--- src/rtl/buffer_pool_pin_manager_core_assert.svh ---
// ----------------------------------------------------------------------------
// buffer_pool_pin_manager_core assertion macros
// concurrent checks that vanish when SYNTHESIS is defined
// ----------------------------------------------------------------------------
`ifndef BUFFER_POOL_PIN_MANAGER_CORE_ASSERT_SVH
`define BUFFER_POOL_PIN_MANAGER_CORE_ASSERT_SVH

`ifndef SYNTHESIS

// plain property, checked at every edge out of reset
`define BPM_ASSERT(lbl, clock, rst_n, prop, msg) \
	lbl: assert property (@(posedge clock) disable iff (!rst_n) (prop)) \
		else $error(msg);

// same-cycle implication
`define BPM_ASSERT_IMP(lbl, clock, rst_n, ante, cons, msg) \
	lbl: assert property (@(posedge clock) disable iff (!rst_n) (ante) |-> (cons)) \
		else $error(msg);

// next-cycle implication
`define BPM_ASSERT_NXT(lbl, clock, rst_n, ante, cons, msg) \
	lbl: assert property (@(posedge clock) disable iff (!rst_n) (ante) |=> (cons)) \
		else $error(msg);

`else

`define BPM_ASSERT(lbl, clock, rst_n, prop, msg)
`define BPM_ASSERT_IMP(lbl, clock, rst_n, ante, cons, msg)
`define BPM_ASSERT_NXT(lbl, clock, rst_n, ante, cons, msg)

`endif

`endif

--- src/rtl/bpm_pkg.sv ---
// ----------------------------------------------------------------------------
// bpm_pkg
// shared types, codes and field widths of the buffer pool pin manager
// ----------------------------------------------------------------------------
`timescale 1ns / 1ps

package bpm_pkg;

	localparam int NUM_SLOTS_DEF = 8;
	localparam int TAG_BITS_DEF  = 48;
	localparam int PIN_MAX_DEF   = 255;

	localparam int TAG_FIELD_W  = 48;
	localparam int IDX_FIELD_W  = 3;
	localparam int SLOT_FIELD_W = 3;
	localparam int STAT_W       = 2;
	localparam int AVAIL_W      = 4;
	localparam int S_TDATA_W    = 56;
	localparam int M_TDATA_W    = 16;
	localparam int M_PAD_W      = M_TDATA_W - SLOT_FIELD_W - STAT_W - 2 - AVAIL_W;

	typedef enum logic {
		FUNC_PIN   = 1'b0,
		FUNC_UNPIN = 1'b1
	} bpm_func_t;

	typedef enum logic [STAT_W-1:0] {
		STAT_OK       = 2'd0,
		STAT_FULL     = 2'd1,
		STAT_NOT_PIN  = 2'd2,
		STAT_SAT      = 2'd3
	} bpm_status_t;

	typedef enum logic {
		ST_IDLE = 1'b0,
		ST_LOOK = 1'b1
	} bpm_state_t;

	// broadcast from the controller to every cell
	typedef struct packed {
		logic      go;
		bpm_func_t func;
		logic      any_hit;
	} bpm_cmd_t;

	// per-cell flags gathered by the controller
	typedef struct packed {
		logic match;
		logic hit_first;
		logic hit_max;
		logic hit_zero;
		logic free_first;
		logic sel_live;
		logic sel_one;
		logic pins_zero;
	} bpm_flags_t;

endpackage

--- src/rtl/bpm_cell.sv ---
// ----------------------------------------------------------------------------
// bpm_cell
// one buffer slot: valid mark, tag and pin count, with priority chain links
// ----------------------------------------------------------------------------
`timescale 1ns / 1ps

module bpm_cell
	import bpm_pkg::*;
#(
	parameter int INDEX    = 0,
	parameter int TAG_BITS = TAG_BITS_DEF,
	parameter int PIN_MAX  = PIN_MAX_DEF
) (
	input  logic                   clk,
	input  logic                   arst_n,
	input  bpm_cmd_t               cmd,
	input  logic [TAG_BITS-1:0]    tag,
	input  logic [IDX_FIELD_W-1:0] idx,
	input  logic                   hit_in,
	input  logic                   free_in,
	output logic                   hit_out,
	output logic                   free_out,
	output bpm_flags_t             flags
);

	localparam int PIN_W = $clog2(PIN_MAX + 1);

	logic                valid_q;
	logic [TAG_BITS-1:0] tag_q;
	logic [PIN_W-1:0]    pins_q;

	logic match;
	logic free_here;
	logic sel;
	logic at_max;
	logic take;

	assign match     = valid_q && (tag_q == tag);
	assign free_here = (pins_q == '0);
	assign sel       = (32'(INDEX) == 32'(idx));
	assign at_max    = (pins_q == PIN_W'(PIN_MAX));

	// lowest-numbered cell wins; the chain carries "someone below already has it"
	assign hit_out  = hit_in | match;
	assign free_out = free_in | free_here;

	always_comb begin
		flags.match      = match;
		flags.hit_first  = match && !hit_in;
		flags.hit_max    = match && !hit_in && at_max;
		flags.hit_zero   = match && !hit_in && free_here;
		flags.free_first = free_here && !free_in;
		flags.sel_live   = sel && !free_here;
		flags.sel_one    = sel && (pins_q == PIN_W'(1));
		flags.pins_zero  = free_here;
	end

	assign take = cmd.go && (cmd.func == FUNC_PIN) && !cmd.any_hit && free_here && !free_in;

	always_ff @(posedge clk or negedge arst_n) begin
		if (!arst_n) begin
			valid_q <= 1'b0;
			pins_q  <= '0;
		end else if (cmd.go) begin
			if (cmd.func == FUNC_PIN) begin
				if (match && !hit_in && !at_max) begin
					pins_q <= PIN_W'(pins_q + 1'b1);
				end else if (take) begin
					valid_q <= 1'b1;
					pins_q  <= PIN_W'(1);
				end
			end else if (sel && !free_here) begin
				pins_q <= PIN_W'(pins_q - 1'b1);
			end
		end
	end

	// retag on a miss
	always_ff @(posedge clk) begin
		if (take) begin
			tag_q <= tag;
		end
	end

endmodule

--- src/rtl/buffer_pool_pin_manager_core.sv ---
// ----------------------------------------------------------------------------
// buffer_pool_pin_manager_core
// pin/unpin manager over a row of buffer slot cells
// ----------------------------------------------------------------------------
//  channel   | dir | tdata                                         | tuser
//  ----------+-----+-----------------------------------------------+------
//  s_*       | in  | block_tag[47:0], slot_index[50:48]            | func
//  m_*       | out | slot[2:0], status[4:3], hit[5], needs_load[6],| -
//            |     | available_count[10:7]                         |
//
//  every request passes the idle state that accepts it, then the lookup state for the
//  tag compare and priority chain across all cells, which also updates the cells
//  the result is valid in the output register right after the lookup cycle
//  while a result is not taken one more transfer is accepted, which then
//  holds in the lookup cycle until the output register frees up
//  reset empties every slot and sets the available count to NUM_SLOTS
// ----------------------------------------------------------------------------
`timescale 1ns / 1ps

`include "buffer_pool_pin_manager_core_assert.svh"

module buffer_pool_pin_manager_core
	import bpm_pkg::*;
#(
	parameter int NUM_SLOTS = NUM_SLOTS_DEF,
	parameter int TAG_BITS  = TAG_BITS_DEF,
	parameter int PIN_MAX   = PIN_MAX_DEF
) (
	input  logic                 clk,
	input  logic                 arst_n,
	input  logic                 s_tvalid,
	output logic                 s_tready,
	input  logic [S_TDATA_W-1:0] s_tdata,  // block_tag, slot_index, zero pad
	input  logic                 s_tuser,  // func
	output logic                 m_tvalid,
	input  logic                 m_tready,
	output logic [M_TDATA_W-1:0] m_tdata   // slot, status, hit, needs_load, available_count, pad
);

	localparam int IW     = (NUM_SLOTS > 1) ? $clog2(NUM_SLOTS) : 1;
	localparam int FREE_W = $clog2(NUM_SLOTS + 1);

	bpm_state_t state_q;
	bpm_state_t state_nxt;
	logic       go;

	bpm_func_t              req_func_q;
	logic [TAG_BITS-1:0]    req_tag_q;
	logic [IDX_FIELD_W-1:0] req_idx_q;
	logic [FREE_W-1:0]      free_q;
	logic [FREE_W-1:0]      free_nxt;

	logic                 m_valid_q;
	logic [M_TDATA_W-1:0] m_data_q;

	logic [NUM_SLOTS:0]     hit_chain;
	logic [NUM_SLOTS:0]     free_chain;
	bpm_flags_t             flags [NUM_SLOTS];
	bpm_cmd_t               cmd;
	logic [NUM_SLOTS-1:0]   match_vec;
	logic [NUM_SLOTS-1:0]   zero_vec;

	logic [IW-1:0]      hit_idx;
	logic [IW-1:0]      free_idx;
	logic               hit_max;
	logic               hit_zero;
	logic               sel_live;
	logic               sel_one;
	logic [SLOT_FIELD_W-1:0] res_slot;
	bpm_status_t        res_stat;
	logic               res_hit;
	logic               res_load;

	// ---------------- control ----------------
	always_comb begin
		state_nxt = state_q;
		unique case (state_q)
			ST_IDLE: if (s_tvalid) state_nxt = ST_LOOK;
			ST_LOOK: if (!m_valid_q || m_tready) state_nxt = ST_IDLE;
			default: state_nxt = ST_IDLE;
		endcase
	end

	always_comb begin
		s_tready = 1'b0;
		go       = 1'b0;
		unique case (state_q)
			ST_IDLE: s_tready = 1'b1;
			ST_LOOK: go = !m_valid_q || m_tready;
			default: begin
				s_tready = 1'b0;
				go       = 1'b0;
			end
		endcase
	end

	always_ff @(posedge clk or negedge arst_n) begin
		if (!arst_n) begin
			state_q <= ST_IDLE;
		end else begin
			state_q <= state_nxt;
		end
	end

	always_ff @(posedge clk) begin
		if (s_tvalid && s_tready) begin
			req_func_q <= bpm_func_t'(s_tuser);
			req_tag_q  <= TAG_BITS'(s_tdata[TAG_FIELD_W-1:0]);
			req_idx_q  <= s_tdata[TAG_FIELD_W +: IDX_FIELD_W];
		end
	end

	// ---------------- slot cells ----------------
	assign hit_chain[0]  = 1'b0;
	assign free_chain[0] = 1'b0;

	always_comb begin
		cmd.go      = go;
		cmd.func    = req_func_q;
		cmd.any_hit = hit_chain[NUM_SLOTS];
	end

	for (genvar g = 0; g < NUM_SLOTS; g++) begin : g_cell
		bpm_cell #(
			.INDEX    (g),
			.TAG_BITS (TAG_BITS),
			.PIN_MAX  (PIN_MAX)
		) u_cell (
			.clk      (clk),
			.arst_n   (arst_n),
			.cmd      (cmd),
			.tag      (req_tag_q),
			.idx      (req_idx_q),
			.hit_in   (hit_chain[g]),
			.free_in  (free_chain[g]),
			.hit_out  (hit_chain[g+1]),
			.free_out (free_chain[g+1]),
			.flags    (flags[g])
		);
		assign match_vec[g] = flags[g].match;
		assign zero_vec[g]  = flags[g].pins_zero;
	end

	// ---------------- gather ----------------
	always_comb begin
		hit_idx  = '0;
		free_idx = '0;
		hit_max  = 1'b0;
		hit_zero = 1'b0;
		sel_live = 1'b0;
		sel_one  = 1'b0;
		for (int i = 0; i < NUM_SLOTS; i++) begin
			if (flags[i].hit_first)  hit_idx  = hit_idx | IW'(i);
			if (flags[i].free_first) free_idx = free_idx | IW'(i);
			hit_max  = hit_max | flags[i].hit_max;
			hit_zero = hit_zero | flags[i].hit_zero;
			sel_live = sel_live | flags[i].sel_live;
			sel_one  = sel_one | flags[i].sel_one;
		end
	end

	always_comb begin
		res_slot = '0;
		res_stat = STAT_OK;
		res_hit  = 1'b0;
		res_load = 1'b0;
		free_nxt = free_q;
		if (req_func_q == FUNC_UNPIN) begin
			res_slot = SLOT_FIELD_W'(req_idx_q);
			if (!sel_live) begin
				res_stat = STAT_NOT_PIN;
			end else if (sel_one) begin
				free_nxt = FREE_W'(free_q + 1'b1);
			end
		end else if (hit_chain[NUM_SLOTS]) begin
			res_slot = SLOT_FIELD_W'(hit_idx);
			res_hit  = 1'b1;
			if (hit_max) begin
				res_stat = STAT_SAT;
			end else if (hit_zero) begin
				free_nxt = FREE_W'(free_q - 1'b1);
			end
		end else if (free_chain[NUM_SLOTS]) begin
			res_slot = SLOT_FIELD_W'(free_idx);
			res_load = 1'b1;
			free_nxt = FREE_W'(free_q - 1'b1);
		end else begin
			res_stat = STAT_FULL;
		end
	end

	always_ff @(posedge clk or negedge arst_n) begin
		if (!arst_n) begin
			free_q <= FREE_W'(NUM_SLOTS);
		end else if (go) begin
			free_q <= free_nxt;
		end
	end

	// ---------------- result register ----------------
	always_ff @(posedge clk or negedge arst_n) begin
		if (!arst_n) begin
			m_valid_q <= 1'b0;
		end else if (go) begin
			m_valid_q <= 1'b1;
		end else if (m_tready) begin
			m_valid_q <= 1'b0;
		end
	end

	always_ff @(posedge clk) begin
		if (go) begin
			m_data_q <= {M_PAD_W'(0), AVAIL_W'(free_nxt), res_load, res_hit,
				res_stat, res_slot};
		end
	end

	assign m_tvalid = m_valid_q;
	assign m_tdata  = m_data_q;

	// ---------------- checks ----------------
	`BPM_ASSERT(a_free_bound, clk, arst_n, 32'(free_q) <= 32'(NUM_SLOTS), "free count above slot count")
	`BPM_ASSERT(a_free_count, clk, arst_n, $countones(zero_vec) == int'(free_q), "free count out of step with cells")
	`BPM_ASSERT_IMP(a_tag_unique, clk, arst_n, state_q == ST_LOOK, $onehot0(match_vec), "tag held by two slots")
	`BPM_ASSERT_IMP(a_full_ok, clk, arst_n, go && res_stat == STAT_FULL, free_q == '0, "pool full with free slots")
	`BPM_ASSERT_NXT(a_go_idle, clk, arst_n, go, state_q == ST_IDLE && m_valid_q, "result not posted")

endmodule

--- config.mk ---
export PLATFORM = sky130hd
export DESIGN_NAME = buffer_pool_pin_manager_core
export DESIGN_NICKNAME = d
export VERILOG_FILES = /design/src/rtl/bpm_pkg.sv /design/src/rtl/bpm_cell.sv /design/src/rtl/buffer_pool_pin_manager_core.sv
export VERILOG_INCLUDE_DIRS = /design/src /design/src/rtl
export SDC_FILE = /design/constraint.sdc
export NUM_CORES = 1
export LEC_CHECK = 0
export ABC_CLOCK_PERIOD_IN_PS = 11100
export BUFFER_PORTS_ARGS = -buffer_cell sky130_fd_sc_hd__buf_2
export CORE_MARGIN = 2
export CORE_UTILIZATION = 51
export CTS_BUF_LIST = sky130_fd_sc_hd__clkbuf_16
export CTS_CLUSTER_DIAMETER = 50
export CTS_CLUSTER_SIZE = 16
export DETAILED_ROUTE_END_ITERATION = 8
export PLACE_DENSITY = 0.73
export SETUP_SLACK_MARGIN = 0.1
export SKIP_LAST_GASP = 1
export SLEW_MARGIN = 25
export SYNTH_ARGS = -nofsm -noshare
export SYNTH_HDL_FRONTEND = slang
export SYNTH_SLANG_ARGS = --single-unit
--- constraint.sdc ---
create_clock -name clk -period 11.1 [get_ports clk]
set_input_delay 2.22 -clock clk [delete_from_list [all_inputs] [get_ports clk]]
set_output_delay 2.22 -clock clk [all_outputs]
set_load 0.01 [all_outputs]
==> results by group <==
Outcome
  – Outcome: complete, no violations

Timing
  – RSZ-0062 raised after global routing: false
  – # setup viols final: 0
  – Tmin final: 5.08 ns
  – Setup TNS: 0 ns
  – Layout Skew: 0.0413 ns
  – Fin. Hold Viols: 0
  – Worst Setup Slack, final: 6.02 ns
  – Final period utilization: a little under half
  – Fmax: 197 MHz
  – Slew Viols, Final: 0
  – Max_slew headroom: around a quarter
  – Worst-Margin Slew: 1.09 ns

Global route
  – Vias in the first global route: 18000
  – Total Routing Usage GR: 27.0%
  – Grt ovf: 0
  – Initial antenna violation count: 1
  – First-pass GRT wire length: 109000 um
  – Largest net degree at the start of global routing: between 60 and 70

Worst setup path
  – Worst path required time: 11.63 ns
  – Critical Path AT: 5.61 ns
  – CP startpoint kind: flip-flop
  – CP max FO: 54
  – CP endpoint kind: flip-flop
  – Crit path kind: reg -> reg

Power
  – Share of total power in the clock network: approximately 30%
  – Comb pwr share: 24.7%
  – Sw Share: around 34%
  – Flop pwr share: 45.8%
  – Worst vdd ir: about 0.15 mV
  – Psw: 1.96 mW
  – P_int: about 3.8 mW
  – Power density cells: 199 nW/um^2
  – Leakage power: 9.98 nW

Cells and area
  – Diode count: 0
  – Area growth, synth to finish: 11.1%
  – # nets final: 2380
  – Finished Core Util: 57.1%
  – Share of cells above drive strength 1: 10.5%
  – Design Area, Final: 29200 um^2
  – Fillcell total: about 4100

Synthesis
  – Synth Area in Compound Gates: between 6 and 7%
  – Most used DFF post-synth: edfxtp_1
  – Mean Syn Cell Area: 12.0 um^2
  – Synth Area in Simple Gates: 18.2%
  – Mapped Cells: 2196
  – Synth async-reset ratio: 14.9%
  – Unique cell type count in the Yosys netlist: 84
  – Most frequent cells after synthesis: 447 x edfxtp_1, 205 x xnor2_1, 145 x xor2_1, 129 x nand2_1, 113 x nand2b_1
  – Yosys Warn Count: 0
  – Post-synth top area share: 51.1%
  – Most frequent cell after synthesis: edfxtp_1
  – Largest area contributor in the netlist: edfxtp_1
  – Synth top area cells: edfxtp_1 51%, dfrtp_1 7.3%, xnor2_1 6.8%, xor2_1 4.8%, nand2b_1 2.7%
  – Adder-Cell Fraction of Synth Area: 1.62%
  – Post-synth EDFFs: 447
  – FF+latch count, synth: about 530
  – Xor and xnor fraction of the mapped netlist area: a little under an eighth
  – Post-synthesis mux area share: 0.557%
  – Cell Area, Synth: 26300 um^2
  – Largest family of logic cells by synthesized area: simple AND/OR/NAND/NOR gates
  – Share of the yosys chip area belonging to registers: 58.5%

Routing
  – WL per Instance: roughly 24 um
  – Vias after detailed routing: 18700
  – DR iter-0 viols: 2042
  – Drt first pass iters: 6
  – Count of antenna-violating nets left after detailed routing: 0
  – Vias per Instance: 6.24
  – Post-route DRC: 0
  – Routed wire length: 72100 um

Die
  – Io pins: 79
  – Core area: 51100 um^2
  – Total Die Area: around 53000 um^2
  – Overall die height: 231 um
  – Starting Density: 51.4%
  – Num rows: 83
  – Die Span X: 231 um

Clock tree
  – CTS tree: yes
  – Clock tree buffer depth: 3
  – CTS Sinks: 525
  – Postcts setup bufs: 0
  – Num CTS Buffers: 49
  – CTS Root Cell: clkbuf_16
  – H-tree depth: 2
  – Reg clk slew, reported paths: 0.07 ns
  – Worst skew pair latency: 0.63 ns
  – Number of hold buffers added after cts: 0
  – Post-CTS Resized: 0

Placed design
  – Port bufs: 68
  – Detailed Place HPWL: 47100 um
  – Pre-CTS WS: 5.79 ns
  – DP Area: 27600 um^2
  – Gpl congestion: roughly 0.94

Min path
  – Hold WC Path Type: reg -> reg

Run
  – Maxcap violations: 0
sequential cells by signal, summed over array words and instances, names as in the netlist:
name                   cells
g_cell.u_cell.valid_q      8
free_q                     4
req_idx_q                  3
req_func_q                 1
m_tdata                   11
req_tag_q                 48
state_q                    1
g_cell.u_cell.tag_q      384
m_tvalid                   1
g_cell.u_cell.pins_q      64
kinds of logic after synthesis:
kind of cell,Yosys count
AOI/OAI and AO/OA,254
xor gates and xnor gates,350
adders and majority gates,34
buffers and inverters,160
DFF,525
muxes,14
other,1
and+or+nand+nor,858
final timing paths:
path / startpoint / endpoint / slack (ns) / cells after the start
max: req_tag_q[18] / g_cell[7].u_cell.pins_q[1] / 6.02 / 12
min in group asynchronous: arst_n / g_cell[7].u_cell.valid_q / 1.52 / 1
max in group asynchronous: arst_n / g_cell[3].u_cell.pins_q[5] / 8.39 / 2
max reg2reg: req_tag_q[18] / g_cell[7].u_cell.pins_q[1] / 6.02 / 12
min reg2reg: g_cell[3].u_cell.valid_q / g_cell[3].u_cell.valid_q / 0.50 / 1
min: g_cell[3].u_cell.valid_q / g_cell[3].u_cell.valid_q / 0.50 / 1
critical path, stage by stage, from the launching register on:
cell,delay [ns]
edfxtp_1,1.07
xor2_1,0.21
nor4_1,0.33
nand4_1,0.16
nor4_2,0.91
inv_1,0.13
and4_1,0.44
nand3_1,0.32
buf_4,0.33
nor3_2,0.07
buf_4,0.31
nor2_1,0.44
mux2i_1,0.23
layer usage:
layer | vias up | global-route usage, % | routed length, um
met4 | 0 | 11.7 | 3030
met3 | 174 | 3.71 | 6000
met1 | 9192 | 37.2 | 29600
li1 | 8378 | - | -
met5 | - | 0 | 0
met2 | 981 | 43.1 | 33400
per-stage QoR:
stage	power [mW]	cells	hold slack, ns
floorplan	3.60	2200	0.456
global placement	4.06	2913	0.481
detailed placement	4.10	2913	0.484
CTS	5.81	2998	0.500
global route	6.06	2999	0.524
finish	5.81	2999	0.498
power by group through the flow:
stage | clock [mW] | sequential [mW] | combinational, mW
2_1_floorplan | 0 | 2.62 | 0.980
3_3_place_gp | 0 | 2.68 | 1.37
5_1_grt | 1.81 | 2.69 | 1.56
4_1_cts | 1.74 | 2.66 | 1.41
3_5_place_dp | 0 | 2.70 | 1.40
6_report | 1.72 | 2.66 | 1.43
layout make-up:
| class | instances | area [um^2] | area share (%) |
|---|---|---|---|
| Timing Repair Buffer | 128 | 801 | 2.74 |
| Clock buffer | 49 | 1230 | 4.20 |
| Multi-Input combinational cell | 1515 | 10300 | 35.3 |
| Inverter | 66 | 248 | 0.849 |
| Sequential cell | 525 | 15400 | 52.7 |
| Tap cell | 680 | 851 | 2.91 |
| Clock inverter | 36 | 378 | 1.29 |
cell usage in the layout (no fill, tap or decap), types with 10 or more instances in the layout:
cell type    n
or2_2       12
nor3_1      57
o2111ai_1   23
and2_1      10
nand2_1    129
nor2_1     101
nor2b_1     13
o22ai_1     11
inv_1       73
edfxtp_1   447
xnor2_1    205
ha_1        34
buf_2       67
nand3_1     97
nor4b_1     10
dfrtp_1     77
xor2_1     145
buf_4       60
a21oi_1     38
clkbuf_16   49
a31oi_1     22
nand2b_1   113
nor4_1      89
o21ai_0     46
nand4_1    112
and3_1      24
or4_1       18
No activity file was read; power rests on OpenSTA's default activity.
